==> src/rtl/assert_macros.svh <==
// Concurrent assertion helpers, compiled out for synthesis.
`ifndef ASSERT_MACROS_SVH
`define ASSERT_MACROS_SVH

`ifndef SYNTHESIS

`define ASSERT_ALWAYS(label, clk, rstn, cond, msg) \
    label: assert property (@(posedge clk) disable iff (!(rstn)) (cond)) \
        else $error(msg);

`define ASSERT_IMPL(label, clk, rstn, ante, cons, msg) \
    label: assert property (@(posedge clk) disable iff (!(rstn)) (ante) |-> (cons)) \
        else $error(msg);

`define ASSERT_NEXT(label, clk, rstn, ante, cons, msg) \
    label: assert property (@(posedge clk) disable iff (!(rstn)) (ante) |=> (cons)) \
        else $error(msg);

`else

`define ASSERT_ALWAYS(label, clk, rstn, cond, msg)
`define ASSERT_IMPL(label, clk, rstn, ante, cons, msg)
`define ASSERT_NEXT(label, clk, rstn, ante, cons, msg)

`endif

`endif

==> src/rtl/ngga_pkg.sv <==
package ngga_pkg;

    localparam int ACC_W    = 30;
    localparam int FACTOR_W = 14;
    localparam int PROD_W   = ACC_W + FACTOR_W;
    localparam int POS_W    = 28;
    localparam int ALT_W    = 21;
    localparam int ALT_MAG_W = 20;
    localparam int SATS_W   = 7;

    // ASCII codes
    localparam logic [7:0] CHR_DOLLAR = 8'h24;
    localparam logic [7:0] CHR_COMMA  = 8'h2C;
    localparam logic [7:0] CHR_CR     = 8'h0D;
    localparam logic [7:0] CHR_PLUS   = 8'h2B;
    localparam logic [7:0] CHR_MINUS  = 8'h2D;
    localparam logic [7:0] CHR_POINT  = 8'h2E;
    localparam logic [7:0] CHR_ZERO   = 8'h30;
    localparam logic [7:0] CHR_ONE    = 8'h31;
    localparam logic [7:0] CHR_NINE   = 8'h39;
    localparam logic [7:0] CHR_SPACE  = 8'h20;
    localparam logic [7:0] CHR_TAB    = 8'h09;
    localparam logic [7:0] CHR_LF     = 8'h0A;
    localparam logic [7:0] CHR_VT     = 8'h0B;
    localparam logic [7:0] CHR_FF     = 8'h0C;
    localparam logic [7:0] CHR_G      = 8'h47;
    localparam logic [7:0] CHR_P      = 8'h50;
    localparam logic [7:0] CHR_A      = 8'h41;

    // field numbers
    localparam logic [3:0] FLD_HEADER = 4'd0;
    localparam logic [3:0] FLD_TIME   = 4'd1;
    localparam logic [3:0] FLD_LAT    = 4'd2;
    localparam logic [3:0] FLD_LON    = 4'd4;
    localparam logic [3:0] FLD_FIX    = 4'd6;
    localparam logic [3:0] FLD_SATS   = 4'd7;
    localparam logic [3:0] FLD_ALT    = 4'd9;
    localparam logic [3:0] FIELD_MIN_COUNT = 4'd10;
    localparam logic [3:0] FIELD_MAX  = 4'd15;

    localparam logic [2:0] HDR_LEN = 3'd5;

    localparam logic [ACC_W-1:0]     ACC_MAX    = 30'd999999999;
    localparam logic [POS_W-1:0]     TIME_MAX   = 28'd240000000;
    localparam logic [POS_W-1:0]     LATLON_MAX = 28'd180000000;
    localparam logic [POS_W-1:0]     SAT_MAX    = 28'd99;
    localparam logic [ALT_MAG_W-1:0] ALT_MAX    = 20'd1000000;

    typedef struct packed {
        logic [POS_W-1:0]         latitude;
        logic [POS_W-1:0]         longitude;
        logic [POS_W-1:0]         utc_time;
        logic signed [ALT_W-1:0]  altitude;
        logic [SATS_W-1:0]        satellite_count;
        logic                     position_updated;
    } ngga_result_t;

    function automatic logic [2:0] scale_of(input logic [3:0] fld);
        logic [2:0] s;
        case (fld)
            FLD_TIME: s = 3'd3;
            FLD_LAT:  s = 3'd4;
            FLD_LON:  s = 3'd4;
            FLD_ALT:  s = 3'd1;
            default:  s = 3'd0;
        endcase
        return s;
    endfunction

    function automatic logic is_numeric(input logic [3:0] fld);
        return (fld == FLD_TIME) || (fld == FLD_LAT) || (fld == FLD_LON) ||
               (fld == FLD_SATS) || (fld == FLD_ALT);
    endfunction

    function automatic logic [7:0] hdr_char(input logic [2:0] pos);
        logic [7:0] c;
        case (pos)
            3'd0:    c = CHR_G;
            3'd1:    c = CHR_P;
            3'd2:    c = CHR_G;
            3'd3:    c = CHR_G;
            3'd4:    c = CHR_A;
            default: c = 8'h00;
        endcase
        return c;
    endfunction

    function automatic logic [FACTOR_W-1:0] pow10(input logic [2:0] e);
        logic [FACTOR_W-1:0] f;
        case (e)
            3'd0:    f = 14'd1;
            3'd1:    f = 14'd10;
            3'd2:    f = 14'd100;
            3'd3:    f = 14'd1000;
            3'd4:    f = 14'd10000;
            default: f = 14'd1;
        endcase
        return f;
    endfunction

    function automatic logic [POS_W-1:0] cap_of(input logic [3:0] fld);
        logic [POS_W-1:0] c;
        case (fld)
            FLD_TIME: c = TIME_MAX;
            FLD_LAT:  c = LATLON_MAX;
            FLD_LON:  c = LATLON_MAX;
            default:  c = SAT_MAX;
        endcase
        return c;
    endfunction

endpackage

==> src/rtl/nmea_gga_sentence_parser.sv <==
// GGA sentence parser: takes one receiver byte per transfer on the s_ channel and, for every
// carriage return, delivers one transfer on the m_ channel with the stored time, position,
// altitude and satellite count, plus m_tuser set when that sentence was a GPGGA fix of
// quality 1 with at least ten fields and so refreshed the stored values. A byte sits in an
// input register, is parsed there against the sentence state, and a result lands in the
// output register; a new byte is accepted every cycle, and only a carriage return waits
// while the output register is still full. An accepted carriage return passes the input
// register and then the output register before it shows on m_tvalid.
`include "assert_macros.svh"

module nmea_gga_sentence_parser (
    input  logic          aclk,
    input  logic          aresetn,
    input  logic          s_tvalid,
    output logic          s_tready,
    input  logic [7:0]    s_tdata,   // [7:0] rx_byte
    output logic          m_tvalid,
    input  logic          m_tready,
    output logic [111:0]  m_tdata,   // [27:0] latitude, [55:28] longitude, [83:56] utc_time,
                                     // [104:84] altitude, [111:105] satellite_count
    output logic          m_tuser    // [0] position_updated
);

    logic                    in_valid_reg, in_valid_next;
    logic [7:0]              in_byte_reg;
    logic                    m_valid_reg, m_valid_next;
    ngga_pkg::ngga_result_t  m_data_reg;
    logic                    out_free;
    logic                    byte_taken;
    logic                    result_valid;
    ngga_pkg::ngga_result_t  result;

    assign out_free = !m_valid_reg || m_tready;
    assign s_tready = !in_valid_reg || byte_taken;

    ngga_field_parser u_parser (
        .aclk         (aclk),
        .aresetn      (aresetn),
        .byte_valid   (in_valid_reg),
        .byte_data    (in_byte_reg),
        .result_ready (out_free),
        .byte_taken   (byte_taken),
        .result_valid (result_valid),
        .result       (result)
    );

    always_comb begin
        in_valid_next = in_valid_reg;
        if (s_tready) begin
            in_valid_next = s_tvalid;
        end
        m_valid_next = m_valid_reg;
        if (result_valid) begin
            m_valid_next = 1'b1;
        end else if (m_tready) begin
            m_valid_next = 1'b0;
        end
    end

    always_ff @(posedge aclk) begin
        if (!aresetn) begin
            in_valid_reg <= 1'b0;
            m_valid_reg  <= 1'b0;
        end else begin
            in_valid_reg <= in_valid_next;
            m_valid_reg  <= m_valid_next;
        end
    end

    always_ff @(posedge aclk) begin
        if (s_tvalid && s_tready) begin
            in_byte_reg <= s_tdata;
        end
        if (result_valid) begin
            m_data_reg <= result;
        end
    end

    assign m_tvalid = m_valid_reg;
    assign m_tdata  = {m_data_reg.satellite_count, m_data_reg.altitude, m_data_reg.utc_time,
                       m_data_reg.longitude, m_data_reg.latitude};
    assign m_tuser  = m_data_reg.position_updated;

    `ASSERT_IMPL(a_push_has_room, aclk, aresetn, result_valid, out_free, "result written over an unread transfer")
    `ASSERT_NEXT(a_stalled_byte_holds, aclk, aresetn, in_valid_reg && !byte_taken, in_valid_reg && $stable(in_byte_reg), "stalled input byte lost")

endmodule

==> src/rtl/ngga_num_conv.sv <==
// Turn the digit accumulator of the closing field into a scaled, saturated value.
module ngga_num_conv (
    input  logic [3:0]                          field_num,
    input  logic [ngga_pkg::ACC_W-1:0]          acc,
    input  logic [2:0]                          frac,
    input  logic                                neg,
    output logic [ngga_pkg::POS_W-1:0]          uval,
    output logic signed [ngga_pkg::ALT_W-1:0]   aval
);

    logic [2:0]                         scale;
    logic [2:0]                         expo;
    logic [ngga_pkg::FACTOR_W-1:0]      factor;
    logic [ngga_pkg::PROD_W-1:0]        prod;
    logic [ngga_pkg::POS_W-1:0]         cap;
    logic [ngga_pkg::ALT_MAG_W-1:0]     alt_mag;

    always_comb begin
        scale  = ngga_pkg::scale_of(field_num);
        expo   = (frac < scale) ? 3'(scale - frac) : 3'd0;
        factor = ngga_pkg::pow10(expo);
        prod   = ngga_pkg::PROD_W'(acc) * ngga_pkg::PROD_W'(factor);
        cap    = ngga_pkg::cap_of(field_num);

        if (neg) begin
            uval = '0;
        end else if (prod > ngga_pkg::PROD_W'(cap)) begin
            uval = cap;
        end else begin
            uval = prod[ngga_pkg::POS_W-1:0];
        end

        if (prod > ngga_pkg::PROD_W'(ngga_pkg::ALT_MAX)) begin
            alt_mag = ngga_pkg::ALT_MAX;
        end else begin
            alt_mag = prod[ngga_pkg::ALT_MAG_W-1:0];
        end

        if (neg) begin
            aval = -$signed({1'b0, alt_mag});
        end else begin
            aval = $signed({1'b0, alt_mag});
        end
    end

endmodule

==> src/rtl/ngga_field_parser.sv <==
`include "assert_macros.svh"

// Sentence state and per-byte field parsing; one byte is consumed per transfer.
module ngga_field_parser (
    input  logic                    aclk,
    input  logic                    aresetn,
    input  logic                    byte_valid,
    input  logic [7:0]              byte_data,
    input  logic                    result_ready,
    output logic                    byte_taken,
    output logic                    result_valid,
    output ngga_pkg::ngga_result_t  result
);

    logic [3:0]                         field_num_reg, field_num_next;
    logic                               hdr_match_reg, hdr_match_next;
    logic [2:0]                         hdr_pos_reg, hdr_pos_next;
    logic                               fix_ok_reg, fix_ok_next;
    logic [1:0]                         fix_len_reg, fix_len_next;
    logic [ngga_pkg::ACC_W-1:0]         acc_reg, acc_next;
    logic [2:0]                         frac_reg, frac_next;
    logic                               after_point_reg, after_point_next;
    logic                               neg_reg, neg_next;
    logic                               started_reg, started_next;
    logic                               stopped_reg, stopped_next;
    logic [ngga_pkg::POS_W-1:0]         pend_lat_reg, pend_lat_next;
    logic [ngga_pkg::POS_W-1:0]         pend_lon_reg, pend_lon_next;
    logic [ngga_pkg::POS_W-1:0]         pend_time_reg, pend_time_next;
    logic [ngga_pkg::SATS_W-1:0]        pend_sats_reg, pend_sats_next;
    logic signed [ngga_pkg::ALT_W-1:0]  pend_alt_reg, pend_alt_next;
    logic [ngga_pkg::POS_W-1:0]         stored_lat_reg, stored_lat_next;
    logic [ngga_pkg::POS_W-1:0]         stored_lon_reg, stored_lon_next;
    logic [ngga_pkg::POS_W-1:0]         stored_time_reg, stored_time_next;
    logic [ngga_pkg::SATS_W-1:0]        stored_sats_reg, stored_sats_next;
    logic signed [ngga_pkg::ALT_W-1:0]  stored_alt_reg, stored_alt_next;

    logic                               is_dollar, is_comma, is_cr;
    logic                               is_blank, is_sign, is_digit, is_point;
    logic [ngga_pkg::POS_W-1:0]         conv_uval;
    logic signed [ngga_pkg::ALT_W-1:0]  conv_aval;
    logic [ngga_pkg::ACC_W+3:0]         acc_x10;
    logic [ngga_pkg::ACC_W-1:0]         acc_digit;
    logic                               updated;

    ngga_num_conv u_conv (
        .field_num (field_num_reg),
        .acc       (acc_reg),
        .frac      (frac_reg),
        .neg       (neg_reg),
        .uval      (conv_uval),
        .aval      (conv_aval)
    );

    assign is_dollar = (byte_data == ngga_pkg::CHR_DOLLAR);
    assign is_comma  = (byte_data == ngga_pkg::CHR_COMMA);
    assign is_cr     = (byte_data == ngga_pkg::CHR_CR);
    assign is_blank  = (byte_data == ngga_pkg::CHR_SPACE) || (byte_data == ngga_pkg::CHR_TAB) ||
                       (byte_data == ngga_pkg::CHR_LF) || (byte_data == ngga_pkg::CHR_VT) ||
                       (byte_data == ngga_pkg::CHR_FF);
    assign is_sign   = (byte_data == ngga_pkg::CHR_PLUS) || (byte_data == ngga_pkg::CHR_MINUS);
    assign is_digit  = (byte_data >= ngga_pkg::CHR_ZERO) && (byte_data <= ngga_pkg::CHR_NINE);
    assign is_point  = (byte_data == ngga_pkg::CHR_POINT);

    // hold a carriage return until the output slot is free
    assign byte_taken   = byte_valid && (!is_cr || result_ready);
    assign result_valid = byte_taken && is_cr;

    // acc * 10 + digit, saturated
    assign acc_x10 = {acc_reg, 3'b000} + {2'b00, acc_reg, 1'b0} +
                     (ngga_pkg::ACC_W+4)'(byte_data[3:0]);
    assign acc_digit = (acc_x10 > (ngga_pkg::ACC_W+4)'(ngga_pkg::ACC_MAX)) ?
                       ngga_pkg::ACC_MAX : acc_x10[ngga_pkg::ACC_W-1:0];

    always_comb begin
        field_num_next   = field_num_reg;
        hdr_match_next   = hdr_match_reg;
        hdr_pos_next     = hdr_pos_reg;
        fix_ok_next      = fix_ok_reg;
        fix_len_next     = fix_len_reg;
        acc_next         = acc_reg;
        frac_next        = frac_reg;
        after_point_next = after_point_reg;
        neg_next         = neg_reg;
        started_next     = started_reg;
        stopped_next     = stopped_reg;
        pend_lat_next    = pend_lat_reg;
        pend_lon_next    = pend_lon_reg;
        pend_time_next   = pend_time_reg;
        pend_sats_next   = pend_sats_reg;
        pend_alt_next    = pend_alt_reg;
        stored_lat_next  = stored_lat_reg;
        stored_lon_next  = stored_lon_reg;
        stored_time_next = stored_time_reg;
        stored_sats_next = stored_sats_reg;
        stored_alt_next  = stored_alt_reg;
        updated          = 1'b0;

        if (byte_taken) begin
            if (is_dollar) begin
                field_num_next   = '0;
                hdr_match_next   = 1'b1;
                hdr_pos_next     = '0;
                fix_ok_next      = 1'b0;
                fix_len_next     = '0;
                acc_next         = '0;
                frac_next        = '0;
                after_point_next = 1'b0;
                neg_next         = 1'b0;
                started_next     = 1'b0;
                stopped_next     = 1'b0;
                pend_lat_next    = '0;
                pend_lon_next    = '0;
                pend_time_next   = '0;
                pend_sats_next   = '0;
                pend_alt_next    = '0;
            end else if (is_comma || is_cr) begin
                // close the current field
                if (field_num_reg == ngga_pkg::FLD_HEADER && hdr_pos_reg != ngga_pkg::HDR_LEN) begin
                    hdr_match_next = 1'b0;
                end
                if (field_num_reg == ngga_pkg::FLD_FIX && fix_len_reg == 2'd0) begin
                    fix_ok_next = 1'b0;
                end
                case (field_num_reg)
                    ngga_pkg::FLD_TIME: pend_time_next = conv_uval;
                    ngga_pkg::FLD_LAT:  pend_lat_next  = conv_uval;
                    ngga_pkg::FLD_LON:  pend_lon_next  = conv_uval;
                    ngga_pkg::FLD_SATS: pend_sats_next = conv_uval[ngga_pkg::SATS_W-1:0];
                    ngga_pkg::FLD_ALT:  pend_alt_next  = conv_aval;
                    default: ;
                endcase
                acc_next         = '0;
                frac_next        = '0;
                after_point_next = 1'b0;
                neg_next         = 1'b0;
                started_next     = 1'b0;
                stopped_next     = 1'b0;
                if (field_num_reg != ngga_pkg::FIELD_MAX) begin
                    field_num_next = field_num_reg + 4'd1;
                end
                if (field_num_next == ngga_pkg::FLD_FIX) begin
                    fix_ok_next  = 1'b1;
                    fix_len_next = '0;
                end

                if (is_cr) begin
                    updated = hdr_match_next && fix_ok_next &&
                              (field_num_next >= ngga_pkg::FIELD_MIN_COUNT);
                    if (updated) begin
                        stored_lat_next  = pend_lat_next;
                        stored_lon_next  = pend_lon_next;
                        stored_time_next = pend_time_next;
                        stored_sats_next = pend_sats_next;
                        stored_alt_next  = pend_alt_next;
                    end
                    field_num_next = '0;
                    hdr_match_next = 1'b0;
                    hdr_pos_next   = '0;
                    fix_ok_next    = 1'b0;
                    fix_len_next   = '0;
                    pend_lat_next  = '0;
                    pend_lon_next  = '0;
                    pend_time_next = '0;
                    pend_sats_next = '0;
                    pend_alt_next  = '0;
                end
            end else if (field_num_reg == ngga_pkg::FLD_HEADER) begin
                if (hdr_pos_reg < ngga_pkg::HDR_LEN &&
                    byte_data == ngga_pkg::hdr_char(hdr_pos_reg)) begin
                    hdr_pos_next = hdr_pos_reg + 3'd1;
                end else begin
                    hdr_match_next = 1'b0;
                end
            end else if (field_num_reg == ngga_pkg::FLD_FIX) begin
                if (byte_data != ngga_pkg::CHR_ONE || fix_len_reg != 2'd0) begin
                    fix_ok_next = 1'b0;
                end
                if (fix_len_reg < 2'd2) begin
                    fix_len_next = fix_len_reg + 2'd1;
                end
            end else if (ngga_pkg::is_numeric(field_num_reg) && !stopped_reg) begin
                if (!started_reg && is_blank) begin
                    // skip leading blanks
                end else if (!started_reg && is_sign) begin
                    started_next = 1'b1;
                    neg_next     = (byte_data == ngga_pkg::CHR_MINUS);
                end else if (is_digit) begin
                    started_next = 1'b1;
                    if (!after_point_reg || frac_reg < ngga_pkg::scale_of(field_num_reg)) begin
                        acc_next = acc_digit;
                        if (after_point_reg) begin
                            frac_next = frac_reg + 3'd1;
                        end
                    end
                end else if (is_point && !after_point_reg) begin
                    started_next     = 1'b1;
                    after_point_next = 1'b1;
                end else begin
                    stopped_next = 1'b1;
                end
            end
        end
    end

    always_comb begin
        result.latitude         = stored_lat_next;
        result.longitude        = stored_lon_next;
        result.utc_time         = stored_time_next;
        result.altitude         = stored_alt_next;
        result.satellite_count  = stored_sats_next;
        result.position_updated = updated;
    end

    always_ff @(posedge aclk) begin
        if (!aresetn) begin
            field_num_reg   <= '0;
            hdr_match_reg   <= 1'b0;
            hdr_pos_reg     <= '0;
            fix_ok_reg      <= 1'b0;
            fix_len_reg     <= '0;
            acc_reg         <= '0;
            frac_reg        <= '0;
            after_point_reg <= 1'b0;
            neg_reg         <= 1'b0;
            started_reg     <= 1'b0;
            stopped_reg     <= 1'b0;
            pend_lat_reg    <= '0;
            pend_lon_reg    <= '0;
            pend_time_reg   <= '0;
            pend_sats_reg   <= '0;
            pend_alt_reg    <= '0;
            stored_lat_reg  <= '0;
            stored_lon_reg  <= '0;
            stored_time_reg <= '0;
            stored_sats_reg <= '0;
            stored_alt_reg  <= '0;
        end else begin
            field_num_reg   <= field_num_next;
            hdr_match_reg   <= hdr_match_next;
            hdr_pos_reg     <= hdr_pos_next;
            fix_ok_reg      <= fix_ok_next;
            fix_len_reg     <= fix_len_next;
            acc_reg         <= acc_next;
            frac_reg        <= frac_next;
            after_point_reg <= after_point_next;
            neg_reg         <= neg_next;
            started_reg     <= started_next;
            stopped_reg     <= stopped_next;
            pend_lat_reg    <= pend_lat_next;
            pend_lon_reg    <= pend_lon_next;
            pend_time_reg   <= pend_time_next;
            pend_sats_reg   <= pend_sats_next;
            pend_alt_reg    <= pend_alt_next;
            stored_lat_reg  <= stored_lat_next;
            stored_lon_reg  <= stored_lon_next;
            stored_time_reg <= stored_time_next;
            stored_sats_reg <= stored_sats_next;
            stored_alt_reg  <= stored_alt_next;
        end
    end

    `ASSERT_ALWAYS(a_frac_needs_point, aclk, aresetn, after_point_reg || (frac_reg == 3'd0), "fraction digits counted without a decimal point")
    `ASSERT_NEXT(a_cr_closes_sentence, aclk, aresetn, byte_taken && is_cr, (field_num_reg == 4'd0) && !hdr_match_reg && !fix_ok_reg, "sentence state not cleared after carriage return")

endmodule
==> config.mk <==
export PLATFORM = sky130hd
export DESIGN_NAME = nmea_gga_sentence_parser
export DESIGN_NICKNAME = d
export VERILOG_FILES = /design/src/rtl/ngga_pkg.sv /design/src/rtl/nmea_gga_sentence_parser.sv /design/src/rtl/ngga_num_conv.sv /design/src/rtl/ngga_field_parser.sv
export VERILOG_INCLUDE_DIRS = /design/src /design/src/rtl
export SDC_FILE = /design/constraint.sdc
export NUM_CORES = 2
export LEC_CHECK = 0
export CAP_MARGIN = 5
export CORE_MARGIN = 10
export CORE_UTILIZATION = 50
export DETAILED_ROUTE_END_ITERATION = 7
export DONT_BUFFER_PORTS = 1
export GPL_TIMING_DRIVEN = 0
export PLACE_DENSITY_LB_ADDON = 0.08
export SYNTH_ARGS = -nofsm -noshare
export SYNTH_HDL_FRONTEND = slang
export SYNTH_SLANG_ARGS = --single-unit
==> constraint.sdc <==
create_clock -name aclk -period 24.4 [get_ports aclk]
set_clock_uncertainty 0.2 [all_clocks]
set_input_delay 2.44 -clock aclk [delete_from_list [all_inputs] [get_ports aclk]]
set_output_delay 2.44 -clock aclk [all_outputs]
set_load 0.01 [all_outputs]
; Word-level counts from Yosys, hierarchy flattened
; Index checks and enable logic that the tools add are counted.
[totals]
regBits = 395
output_inout_bits = 115
[op_classes]
eq_ne = 39
addsub = 8
n_reduce_logical = 66
muxes = 161
bitwise = 3
multipliers = 1
order_cmp = 10
[ops]
columns = op, count
row1 = $mux 28, 29
row2 = $mux 30, 10
row3 = $mux 21, 10
row4 = $mux 3, 25
row5 = $mux 7, 9
row6 = $pmux 14 s4, 1
row7 = $pmux 28 s2, 1
row8 = $mux 1, 55
row9 = $eq 8x6->1 const B, 6
row10 = $gt 44x20->1 const B, 1
row11 = $gt 44x28->1, 1
row12 = $mul 30x14->44, 1
row13 = $eq 8x4->1 const B, 5
row14 = $add 33x31->34, 1
row15 = $add 34x4->34, 1
row16 = $gt 34x30->1 const B, 1
row17 = $reduce_bool 3->1, 11
row18 = $mux 8, 4
row19 = $mux 4, 7
row20 = $reduce_and 8->1, 3
row21 = $ne 3x1->1 const B, 7
row22 = $neg 20->21, 1
row23 = $pmux 7 s3, 1
row24 = $mux 20, 1
row25 = 43 further kinds, 96

; Longest topological paths before layout
[depth]
depth_word = 24
mapped_depth = 52

; By module
; Synthesis repeated with hierarchy kept, for this count alone.
[hier_totals]
cells_unflattened = 3361
area_unflattened_um2 = 31222.4
[modules_own_cells]
columns = mod, n_inst, seq_area_each_um2, area_per_inst_um2, cells_each
row1 = ngga_num_conv, 1, 0.0, 13979.7, 1737
row2 = ngga_field_parser, 1, 5445.2, 13503.0, 1494
row3 = nmea_gga_sentence_parser, 1, 3673.5, 3739.8, 130

; Worst setup path after synthesis
; No wires, ideal clock.
[synth_timing]
path_type = register -> register
start = register u_parser.field_num_reg[1]
end = register m_data_reg, in the netlist m_tdata[104] (data pin)
setup_time_ns = 0.272
slack_ns = 12.796
n_path_buf = 7
stages_incl_launch_ff = 47
arrival_ns = 11.133
period_less_slack_ns = 11.604
cell_sequence = dfxtp_1 inv_1 ha_1 nand2b_1 inv_1 nand2b_1 clkbuf_1 clkinv_1 fa_1 xnor2_1 clkbuf_1 and3_1 clkbuf_1 clkbuf_1 o21ai_0 fa_1 fa_1 inv_1 [... 11 more ...] and3_1 xnor2_1 o2111ai_1 a211oi_2 nor4_4 and3_1 buf_6 buf_6 nand2_1 ha_1 nand3b_1 or4_4 or4_4 or3_4 nor4_1 a31oi_1 a21oi_1 a21oi_1
[synth_rtl]
columns = element, line
row1 = from (decl), ngga_field_parser.sv:15  ; logic [3:0] field_num_reg, field_num_next;
row2 = from (signal assigned), ngga_field_parser.sv:238  ; field_num_reg <= field_num_next;
row3 = to (signal assigned), nmea_gga_sentence_parser.sv:75  ; m_data_reg <= result;
row4 = to (decl), nmea_gga_sentence_parser.sv:27  ; ngga_pkg::ngga_result_t m_data_reg;

==> run_results.csv <==
group,metric,value,unit
sta,holdWs,0.251,ns
grt,grt_pass1_wl,156000,um
setup_path,path_common_cell,"fa_1",
clock_tree,hold_buffers,0,
clock_tree,cts_root_buf,"clkbuf_16",
grt,grt_overflow_total,0,
worst_hold_path,hold_start,"u_parser.pend_lon_reg[12]",
floorplan,die_h,269,um
floorplan,start_util,50.3,%
finish,area.growth.synth_to_final,8.39,%
clock_tree,clkTransAtPathRegs,0.06,ns
grt,track_usage,28.0,%
floorplan,core_area,0.0615,mm2
setup_path,end_kind,"register",
setup_path,rrSetupSlack,8.94,ns
logic_synthesis,ys_types,93,
place,pre_cts_slack,9.49,ns
clock_tree,cts_buffer_depth,3,
logic_synthesis,synth_fa_ha_area_share,27.0,%
place,place_congestion,0.996,
detailed_routing,firstDrtPassIters,6,
clock_tree,h-tree-depth,2,
finish,fin_util,54.5,%
power_and_ir_drop,p_clk_share,50.4,%
logic_synthesis,synth_area_leaders,"fa_1 (18%), dfxtp_1 (18%), edfxtp_1 (12%)",
grt,grt_max_degree,39,
setup_path,reg2regPathDepth,46,
grt,grt_pass1_vias,26200,
logic_synthesis,synthSimpleGateAreaFrac,18.9,%
power_and_ir_drop,ir_drop,47.2,uV
logic_synthesis,synthesis.nets,3992,
sta,max_freq,64.7,MHz
setup_path,required,24.46,ns
grt,antenna_found_initial,0,
clock_tree,numCtsBuffers,42,
logic_synthesis,synth_compound_area_share,15.4,%
power_and_ir_drop,p_int,1.10,mW
power_and_ir_drop,leakage,15.5,nW
power_and_ir_drop,seq_power_share,48.1,%
setup_path,cpMaxStageDelayCell,"xor2_1",
floorplan,die_x,269,um
logic_synthesis,netlist_instances,3480,
clock_tree,ctsResizeCount,0,
sta,rsz0062_at_grt,"false",
detailed_routing,first_iter_violations,2170,
logic_synthesis,synth_edf_count,121,
floorplan,io_pins,127,
sta,relSlewSlack,9.66,%
power_and_ir_drop,comb_power_share,1.6,%
setup_path,cp-start-kind,"register",
logic_synthesis,synth_top_family_by_area,"adder cells",
setup_path,critPathKind,"register to register",
logic_synthesis,synthFlopType,"dfxtp_1",
sta,period_needed,15.46,ns
detailed_routing,vias,26000,
sta,finalCritPeriodShare,63.3,%
logic_synthesis,syn_avg_cell_area,8.88,um2
place,dp_hpwl,80800,um
sta,hold_viol,0,
logic_synthesis,async_reset_ff_share,0,%
finish,drive_gt1_share,3.76,%
finish,nNetsFinal,4039,
worst_hold_path,hp-class,"register to register",
logic_synthesis,yosys.area.top_type,"fa_1",
detailed_routing,drc,0,
clock_tree,cts_tree,"built",
logic_synthesis,yosysWarnings,0,
sta,fin_setup_tns,0,ns
run_status,outcome,"completed",
setup_path,r2r_end,"m_tdata[104]",
sta,finalSetupViolCount,0,
clock_tree,cts_setup_buffers,0,
setup_path,path_max_fanout,10,
floorplan,dieArea,0.0722,mm2
power_and_ir_drop,p_per_area,42.0,mW/mm2
setup_path,cp_slowest_stage_delay,0.90,ns
logic_synthesis,synth_mux_area_share,0.421,%
logic_synthesis,ys_ff_latch,395,
place,portBuffers,0,
logic_synthesis,synth_top_area_share,17.9,%
setup_path,crit_arrival,15.52,ns
sta,setup_ws,8.94,ns
clock_tree,cts_sinks,395,
floorplan,rows,91,
logic_synthesis,yosysMostFrequentCell,"inv_1",
detailed_routing,drt_wl_total,101000,um
detailed_routing,post_drt_wl_per_cell,23.3,um
power_and_ir_drop,sw_frac_of_total,21.5,%
worst_hold_path,hold_path_depth,2,
clock_tree,clock_latency,0.60,ns
worst_hold_path,whs_endpoint,"u_parser.pend_lon_reg[12]",
logic_synthesis,synth_area,0.0309,mm2
finish,num_antenna_cells,0,
power_and_ir_drop,p_sw,0.303,mW
detailed_routing,viasPerCell,5.98,
sta,drv_slew,0,
setup_path,reg2reg_from,"u_parser.field_num_reg[1]",
job,cap_violations,0,
sta,worstMarginPinSlew,1.35,ns
finish,largest_reg_flops,112,
logic_synthesis,seq_area_frac_synth,29.5,%
logic_synthesis,synth-xor-area-share,1.55,%
logic_synthesis,synth_common_cells,"inv_1 (416), nand2_1 (374), nor2_1 (286), fa_1 (277), dfxtp_1 (274)",
detailed_routing,ant_nets,0,
-- placed cells by master (no fill, tap or decap), types with 21 or more instances in the layout --
master	instances
edfxtp_1	121
a31oi_1	27
dfxtp_1	274
clkbuf_1	161
nand2_1	374
o21ai_1	25
nand4_1	25
and3_1	58
fa_1	277
a211oi_1	21
o211ai_1	22
a22oi_1	31
xnor2_1	31
a21o_1	30
nand2b_1	38
clkbuf_16	42
o21ai_0	164
nor2_1	285
nand3_1	85
inv_1	416
ha_1	223
nor3_1	75
and2_1	145
a21oi_1	189
-- layout make-up --
cell class / count / area [um2]
fill: 5702 / 28000
multi-input combinational: 2496 / 19600
sequential: 395 / 9120
inverter: 419 / 1570
clock buffer: 54 / 1160
tap: 790 / 988
buffer: 170 / 671
clock inverter: 24 / 382
timing repair buffer: 3 / 60.1
-- layer usage --
metal	vias to the layer above	share of wire, %	track usage (%)
met5	-	0	0
met4	0	5.6	14.3
met3	278	5.9	3.69
met2	1071	47	47.0
met1	12700	41	34.8
li1	12000	-	-
-- critical path, delay by kind of cell (launching register included) --
kind            cells  cell delay, ns
fa+ha+maj          10            4.58
flops               1            0.41
xor+xnor            2            1.19
compound gates      7            1.84
buf+inv            13            3.57
simple gates       14            3.27
-- how the worst max path moves through the flow --
stage	startpoint	to	slack [ns]
floorplan	u_parser.field_num_reg[1]	m_tdata[104]	12.80
global placement	u_parser.field_num_reg[1]	m_tdata[104]	9.43
detailed placement	u_parser.field_num_reg[1]	m_tdata[104]	9.49
CTS	u_parser.field_num_reg[1]	m_tdata[104]	9.36
global route	u_parser.field_num_reg[1]	m_tdata[104]	8.35
finish	u_parser.field_num_reg[1]	m_tdata[104]	8.94
-- kinds of logic after synthesis --
group	after synthesis
xor+xnor	53
flops	395
simple gates	1203
buf+inv	589
mux	13
compound gates	727
fa+ha+maj	500
-- power by group through the flow --
| stage | logic, mW | clock network (mW) | registers, mW |
|---|---|---|---|
| 6_report | 0.0222 | 0.708 | 0.676 |
| 5_1_grt | 0.0234 | 0.741 | 0.676 |
| 4_1_cts | 0.0214 | 0.715 | 0.676 |
| 3_5_place_dp | 0.0213 | 0 | 0.690 |
| 3_3_place_gp | 0.0208 | 0 | 0.690 |
| 2_1_floorplan | 0.0125 | 0 | 0.690 |
-- per-stage QoR --
step | instances | area [um2] | total power, mW
after floorplan | 3480 | 30900 | 0.702
after global placement | 4270 | 31900 | 0.711
after detailed placement | 4273 | 32000 | 0.711
after CTS | 4351 | 33500 | 1.41
after global routing | 4351 | 33500 | 1.44
final | 4351 | 33500 | 1.41
Power figures use the tool's default switching activity.
